$ cat src/rtl/eeg_pkg.sv
`default_nettype none
// ---------------------------------------------------------------------------
// eeg_pkg - extended Euclid gcd shared types and constants
// Widths of operands, coefficients and the beat structs of both channels.
// ---------------------------------------------------------------------------
package eeg_pkg;

    localparam int DATA_WIDTH = 32;
    localparam int OP_W       = DATA_WIDTH - 1;
    localparam int CNT_W      = $clog2(OP_W);

    typedef struct packed {
        logic [OP_W-1:0] operand_a;
        logic [OP_W-1:0] operand_b;
    } t_eeg_in;

    typedef struct packed {
        logic        [OP_W-1:0]       gcd_value;
        logic signed [DATA_WIDTH-1:0] coef_a;
        logic signed [DATA_WIDTH-1:0] coef_b;
    } t_eeg_out;

endpackage
`default_nettype wire

$ cat src/rtl/extended_euclid_gcd_unit.sv
`default_nettype none
// ---------------------------------------------------------------------------
// extended_euclid_gcd_unit - extended Euclidean algorithm
// Gives gcd(a, b) and Bezout coefficients x, y with x*a + y*b = gcd.
// ---------------------------------------------------------------------------
// Usage: drive i_in and pulse start while busy is low. busy stays high until
// the result beat, which appears on o_result for exactly one cycle with
// o_valid high; it must be captured then, as the block cannot be stalled.
// An item runs quotient rounds until b is zero. Each round runs the
// one-bit-per-cycle restoring divider over all 31 quotient bits, then the single
// shared multiplier used once per coefficient with a subtract after each; at
// most 45 rounds for 31-bit operands. When b is zero the result is gcd = a,
// x = 1, y = 0.
module extended_euclid_gcd_unit
    import eeg_pkg::*;
(
    input  wire logic     i_clk,
    input  wire logic     i_rst_n,
    input  wire logic     start,
    output logic          busy,
    input  wire t_eeg_in  i_in,
    output logic          o_valid,
    output t_eeg_out      o_result
);

    localparam logic [2:0] ST_IDLE  = 3'd0;
    localparam logic [2:0] ST_CHECK = 3'd1;
    localparam logic [2:0] ST_DIV   = 3'd2;
    localparam logic [2:0] ST_MULA  = 3'd3;
    localparam logic [2:0] ST_SUBA  = 3'd4;
    localparam logic [2:0] ST_MULB  = 3'd5;
    localparam logic [2:0] ST_SUBB  = 3'd6;

    logic [2:0]            r_state, n_state;
    logic [CNT_W-1:0]      r_cnt, n_cnt;
    logic                  r_valid, n_valid;
    logic [OP_W-1:0]       r_dvd, n_dvd;
    logic [OP_W-1:0]       r_dvs, n_dvs;
    logic [OP_W-1:0]       r_rem, n_rem;
    logic [OP_W-1:0]       r_quo, n_quo;
    logic [DATA_WIDTH-1:0] r_xa, n_xa, r_xan, n_xan;
    logic [DATA_WIDTH-1:0] r_xb, n_xb, r_xbn, n_xbn;
    logic [DATA_WIDTH-1:0] r_prod, n_prod;
    t_eeg_out              r_out, n_out;

    logic [OP_W:0]             w_trial;
    logic [OP_W+1:0]           w_diff;
    logic [DATA_WIDTH-1:0]     w_mul_b;
    logic [OP_W+DATA_WIDTH-1:0] w_mul;

    // restoring divider step
    assign w_trial = {r_rem, r_quo[OP_W-1]};
    assign w_diff  = {1'b0, w_trial} - {2'b00, r_dvs};

    // shared multiplier, low word only
    assign w_mul_b = (r_state == ST_MULA) ? r_xan : r_xbn;
    assign w_mul   = (OP_W+DATA_WIDTH)'(r_quo) * (OP_W+DATA_WIDTH)'(w_mul_b);

    always_comb begin
        n_state = r_state;
        n_cnt   = r_cnt;
        n_valid = 1'b0;
        n_dvd   = r_dvd;
        n_dvs   = r_dvs;
        n_rem   = r_rem;
        n_quo   = r_quo;
        n_xa    = r_xa;
        n_xan   = r_xan;
        n_xb    = r_xb;
        n_xbn   = r_xbn;
        n_prod  = r_prod;
        n_out   = r_out;
        case (r_state)
            ST_IDLE: begin
                if (start) begin
                    n_dvd   = i_in.operand_a;
                    n_dvs   = i_in.operand_b;
                    n_xa    = DATA_WIDTH'(1);
                    n_xan   = '0;
                    n_xb    = '0;
                    n_xbn   = DATA_WIDTH'(1);
                    n_state = ST_CHECK;
                end
            end
            ST_CHECK: begin
                if (r_dvs == '0) begin
                    n_out.gcd_value = r_dvd;
                    n_out.coef_a    = r_xa;
                    n_out.coef_b    = r_xb;
                    n_valid         = 1'b1;
                    n_state         = ST_IDLE;
                end else begin
                    n_rem   = '0;
                    n_quo   = r_dvd;
                    n_cnt   = '0;
                    n_state = ST_DIV;
                end
            end
            ST_DIV: begin
                if (!w_diff[OP_W+1]) begin
                    n_rem = w_diff[OP_W-1:0];
                end else begin
                    n_rem = w_trial[OP_W-1:0];
                end
                n_quo = {r_quo[OP_W-2:0], ~w_diff[OP_W+1]};
                n_cnt = r_cnt + CNT_W'(1);
                if (r_cnt == CNT_W'(OP_W-1)) begin
                    n_state = ST_MULA;
                end
            end
            ST_MULA: begin
                n_prod  = w_mul[DATA_WIDTH-1:0];
                n_state = ST_SUBA;
            end
            ST_SUBA: begin
                n_xa    = r_xan;
                n_xan   = r_xa - r_prod;
                n_state = ST_MULB;
            end
            ST_MULB: begin
                n_prod  = w_mul[DATA_WIDTH-1:0];
                n_state = ST_SUBB;
            end
            ST_SUBB: begin
                n_xb    = r_xbn;
                n_xbn   = r_xb - r_prod;
                n_dvd   = r_dvs;
                n_dvs   = r_rem;
                n_state = ST_CHECK;
            end
            default: begin
                n_state = ST_IDLE;
            end
        endcase
    end

    always_ff @(posedge i_clk) begin
        if (!i_rst_n) begin
            r_state <= ST_IDLE;
            r_cnt   <= '0;
            r_valid <= 1'b0;
        end else begin
            r_state <= n_state;
            r_cnt   <= n_cnt;
            r_valid <= n_valid;
        end
    end

    always_ff @(posedge i_clk) begin
        r_dvd  <= n_dvd;
        r_dvs  <= n_dvs;
        r_rem  <= n_rem;
        r_quo  <= n_quo;
        r_xa   <= n_xa;
        r_xan  <= n_xan;
        r_xb   <= n_xb;
        r_xbn  <= n_xbn;
        r_prod <= n_prod;
        r_out  <= n_out;
    end

    assign busy     = (r_state != ST_IDLE);
    assign o_valid  = r_valid;
    assign o_result = r_out;

`ifndef ASSERT_OFF
    a_accept_busy: assert property (@(posedge i_clk) disable iff (!i_rst_n)
        (start && !busy) |=> busy)
        else $error("accepted beat did not raise busy");

    a_valid_single: assert property (@(posedge i_clk) disable iff (!i_rst_n)
        o_valid |=> !o_valid)
        else $error("result beat longer than one cycle");

    a_valid_idle: assert property (@(posedge i_clk) disable iff (!i_rst_n)
        o_valid |-> !busy)
        else $error("result beat while still busy");

    a_div_cnt: assert property (@(posedge i_clk) disable iff (!i_rst_n)
        (r_state == ST_DIV) |-> (r_cnt <= CNT_W'(OP_W-1)))
        else $error("divider step count overrun");
`endif

endmodule
`default_nettype wire

$ cat config.mk
export PLATFORM = sky130hd
export DESIGN_NAME = extended_euclid_gcd_unit
export DESIGN_NICKNAME = d
export VERILOG_FILES = /design/src/rtl/eeg_pkg.sv /design/src/rtl/extended_euclid_gcd_unit.sv
export SDC_FILE = /design/constraint.sdc
export NUM_CORES = 2
export LEC_CHECK = 0
export BUFFER_PORTS_ARGS = -buffer_cell sky130_fd_sc_hd__buf_2
export CORE_MARGIN = 1
export CORE_UTILIZATION = 60
export DETAILED_ROUTE_END_ITERATION = 10
export PLACE_DENSITY = 0.81
export SYNTH_ARGS = -nofsm -noshare
export SYNTH_HDL_FRONTEND = slang
export SYNTH_SLANG_ARGS = --single-unit
$ cat constraint.sdc
create_clock -name i_clk -period 21.2 [get_ports i_clk]
set_input_delay 3.18 -clock i_clk [delete_from_list [all_inputs] [get_ports i_clk]]
set_output_delay 3.18 -clock i_clk [all_outputs]
set_load 0.05 [all_outputs]
---- Word-level counts from Yosys, hierarchy flattened ----
Cells that the tools add are included.
operators by class
  multiply operators ...................... 1
  multiplexer cells ....................... 23
  equal/unequal tests ..................... 10
  reduce and logical (&&, ||, !) cells .... 13
  bitwise gates (word level) .............. 1
  $add $sub $neg .......................... 4
operator list
  operator                                        count
  case mux 32 bit (2 select lines)                4
  case mux 31 bit (2 select lines)                4
  two-way mux 31 bit                              5
  two-way mux 32 bit                              3
  subtractor 32 bit                               2
  subtractor 32 x 31 -> 33 bit                    1
  multiplier 31 x 32 -> 32 bit                    1
  zero test 31 bit                                1
  case mux 3 bit (7 select lines)                 1
  AND reduction 2 bit                             6
  case mux 5 bit (2 select lines)                 1
  == test 3 bit (second input constant)           3
  == test 3 x 2 -> 1 bit (second input constant)  2
  two-way mux 3 bit                               2
  inequality test 2 bit (second input constant)   3
  nonzero test 2 bit                              3
  adder 5 x 1 -> 5 bit (second input constant)    1
  == test 5 bit (second input constant)           1
  two-way mux 5 bit                               1
  == test 3 x 1 -> 1 bit (second input constant)  1
  zero test 3 bit                                 1
  nonzero test 3 bit                              1
  two-way mux 2 bit                               1
  OR reduction 2 bit                              1
  2 further kinds                                 2
storage, ports and cells
  output and inout port bits .............. 97
  word-level logic and storage cells ...... 67
  input bits .............................. 65
  register bits ........................... 388

---- Logic depth before layout (Yosys ltp) ----
  depth after elaboration ................. 3
  depth in mapped cells ................... 32
  depth with buffers taken out ............ 28

---- Worst setup path before layout ----
Ideal clock, no wire load.
  path type ............................... register -> register
  start ................................... register r_dvs[0]
  end ..................................... register r_out (netlist bit o_result[0]), enable pin
  clock period less this slack ............ 8467 ps
  path buffers ............................ 0
  cell stages (with the launch flop) ...... 4
  arrival time ............................ 7781 ps
  data required time ...................... 20514 ps
  setup time .............................. 686 ps
  slack ................................... 12733 ps
  cell sequence ........................... edfxtp_1 -> nor4_1 -> nand4_1 -> nor3b_1
on the way
  cells in the longest elaborated chain, start to end .. 2
RTL lines
  what                                  line                             text
  from (decl)                           extended_euclid_gcd_unit.sv:38   logic [OP_W-1:0] r_dvs, n_dvs;
  from (signal assigned)                extended_euclid_gcd_unit.sv:151  r_dvs <= n_dvs;
  zero test 31 bit                      extended_euclid_gcd_unit.sv:86   if (r_dvs == '0) begin
  AND reduction 2 bit (no source line)  n/a
  to (signal assigned)                  extended_euclid_gcd_unit.sv:159  r_out <= n_out;
  to (decl)                             extended_euclid_gcd_unit.sv:44   t_eeg_out r_out, n_out;
No other way between the ends.
A chain may end at the register's enable or synchronous reset.

---- Worst setup path in the final report ----
  start ................................... register r_state[0]
  end ..................................... register r_prod[31] (data pin)
on the way
  cells in the longest elaborated chain, start to end .. 3
RTL lines
  what                          line                             text
  from (decl)                   extended_euclid_gcd_unit.sv:34   logic [2:0] r_state, n_state;
  from (signal assigned)        extended_euclid_gcd_unit.sv:143  r_state <= n_state;
  == test 3 x 2 -> 1 bit        extended_euclid_gcd_unit.sv:56   assign w_mul_b = (r_state == ST_MULA) ? r_xan : r_xbn;
  two-way mux 32 bit            extended_euclid_gcd_unit.sv:56
  multiplier 31 x 32 -> 32 bit  extended_euclid_gcd_unit.sv:57   assign w_mul = (OP_W+DATA_WIDTH)'(r_quo) * (OP_W+DATA_WIDTH)'(w_mul_b);
  named net w_mul[31]           extended_euclid_gcd_unit.sv:49   logic [OP_W+DATA_WIDTH-1:0] w_mul;
  to (signal assigned)          extended_euclid_gcd_unit.sv:158  r_prod <= n_prod;
  to (decl)                     extended_euclid_gcd_unit.sv:43   logic [DATA_WIDTH-1:0] r_prod, n_prod;
The timed path passes the listed nets, and every way through them passes these cells.

==> summary.txt <==
Yosys
  – EDFF count, synth: 379
  – Syn Inst Count: 3,354
  – Main synth FF type: edfxtp_1
  – Yosys cell types: 87
  – Syn nets: 4,046
  – Part of the Yosys area used for sequential elements: 33.31%
  – Mapped Avg Cell Area: 10.35 µm²
  – Synth top area share: 32.79%
  – Number of synthesis warnings: 0
  – Async set-or-reset flop fraction in the synthesized netlist: 0%
  – Number of synthesized register bits: 388
  – Top cells by area, synth: edfxtp_1 33%, fa_1 24%, ha_1 7.8%
  – Synthesized area: 0.03471 mm²
  – Cell accounting for the most synthesized area: edfxtp_1

Worst setup path
  – CP Max Fanout: 33
  – Worst Setup End Kind: flop
  – CP Launch Type: flop
  – Sum of buffers and inverters on the critical path: 3
  – Crit-path slowest cell: mux2_2
  – Crit path kind: reg -> reg
  – Max stage delay on crit path: 890 ps
  – Critical path required time: 21,530 ps
  – Delay-heaviest family, CP: adder cells
  – Worst EP arrival: 9040 ps
  – CP dominant cell by count: fa_1

Routing
  – Vias/cell: 5.854
  – Post-Route WL: 88,930 µm
  – DR iter-0 viols: 2,014
  – Residual DRC: 0
  – DRT Pass-1 Iters: 8
  – DR vias: 24.80k
  – Routed Antenna Nets: 0
  – WL/cell: 20.99 µm

Die
  – Row count: 87
  – Num ports: 162
  – Die Area: 0.05881 mm²
  – Die W: 242.5 µm
  – Die H: 242.5 µm
  – Placeable Area: 0.05682 mm²
  – Initial cell density of the core: 61.08%

Place
  – RePlAce Congestion: 0.9486
  – Detailed Place HPWL: 66,720 µm
  – Port buffer count: 161

STA
  – Final Cycle Share: 41.09%
  – Final Setup Violations: 0
  – RSZ-0062 raised after global routing: no
  – Tmin final: 8711 ps
  – Slew HR: 32.03%
  – Achievable Freq: 114.8 MHz
  – Tightest Pin Transition: 1020 ps
  – Max-slew violations: 0
  – Layout Skew: 30.61 ps
  – Final setup TNS: 0 ps
  – Fin. Hold Viols: 0

Clocking
  – H-tree depth: 2
  – Root buf cell: clkbuf_16
  – Post-CTS Setup Inserts: 0
  – CTS tree: yes
  – Clock-pin slew on the worst setup and hold paths: 60 ps
  – CTS hold repair buffers: 0
  – CTS Buffer Depth: 3
  – CTS Sinks: 388
  – Clock latency on the worst-skew pair: 600 ps
  – CTS buffer count: 43
  – CTS resizes: 0

Layout
  – Layout Nets: 4,138
  – Layout cells sized above 1: 9.109%
  – Commonest non-fill, non-tap cells in the layout: 564 x nand2_1, 459 x inv_1, 412 x fa_1
  – Commonest non-fill, non-tap cell in the layout: nand2_1
  – Area Overhead vs Synth: 8.191%
  – ANT cells: 0

GRT
  – Total congestion overflow: 0
  – First-pass GRT wire length: 141,000 µm
  – Largest net degree at the start of global routing: 94
  – Initial antenna violation count: 4
  – Vias in the first global route: 25.71k
  – GRT Util Overall: 30.94%

Worst hold path
  – Hold Crit Class: reg -> reg

Flow run
  – Max-cap violations: 0

Outcome
  – Outcome: completed
## cells by family after synthesis
family          after synthesis  synth area share (%)
mux                          36                 1.276
compound gates              385                 7.207
buf+inv                     599                 6.622
fa+ha+maj                   627                 31.52
simple gates               1172                 16.34
flops                       388                 33.31
xor+xnor                    147                 3.731
## per-stage QoR
| stage | setup WS [ps] | hold WS, ps | cells | instance area [µm²] | util (%) |
|---|---|---|---|---|---|
| floorplan | 12730 | 426.2 | 3354 | 34710 | - |
| global placement | 12790 | 431.1 | 4157 | 36130 | 63.58 |
| global route | 12100 | 457.6 | 4236 | 37550 | 66.08 |
| CTS | 12570 | 447.9 | 4236 | 37550 | 66.08 |
| detailed placement | 12630 | 438.2 | 4157 | 36130 | 63.58 |
| finish | 12490 | 448.5 | 4236 | 37550 | 66.08 |
## synthesized netlist by cell type, types with 8 or more instances
cell and count:
nor3_1 23, a21o_1 36, o21bai_1 16, nor4_1 9, nor2b_1 47, a21oi_1 105, nand4_1 15, xor2_1 41
and2_1 274, o21ai_0 99, a211oi_1 13, ha_1 215, or3_1 10, fa_1 412, inv_1 459, nand2b_1 26
nor2_1 107, nand2_1 567, dfxtp_1 9, a31oi_1 10, xnor2_1 105, and3_1 33, clkbuf_1 127, nor3b_1 10
mux2_4 12, mux2_2 16, a21boi_0 8, nand3_1 20, o21a_1 27, edfxtp_1 379
## path summary, 6_finish.rpt
path,cells after the start,startpoint,slack (ps),to
setup / recovery,25,r_state[0],12490,r_prod[31]
hold / removal,0,r_dvd[13],450,o_result[77]
setup reg to reg,25,r_state[0],12490,r_prod[31]
hold reg to reg,0,r_dvd[13],450,o_result[77]
## cell type report
type / instances / area [µm²]
multi-input cells: 2367 / 20900
fillers: 4377 / 19270
flip-flops and latches: 388 / 11560
inverters: 459 / 1723
clock buffers: 54 / 1117
repair buffers: 187 / 1001
well taps: 756 / 945.9
clock inverters: 25 / 306.5
## per-layer routing
| metal | routed length (µm) | global-route usage [%] | vias to the layer above |
|---|---|---|---|
| met5 | 0 | 0 | - |
| met4 | 5333 | 16.53 | 0 |
| met3 | 6409 | 3.545 | 227 |
| met2 | 43590 | 51.99 | 1159 |
| met1 | 33590 | 39.42 | 12350 |
| li1 | - | - | 11070 |
## state kept, by name, summed over array words and instances (netlist names)
signal	cells
o_result	95
r_xbn	32
r_dvs	31
r_state	3
r_prod	32
r_xa	32
r_quo	31
r_xb	32
r_rem	31
r_cnt	5
r_dvd	31
o_valid	1
r_xan	32
Power is not shown: default switching activity piles up to over one toggle a cycle in this logic, so the estimate is an artifact.
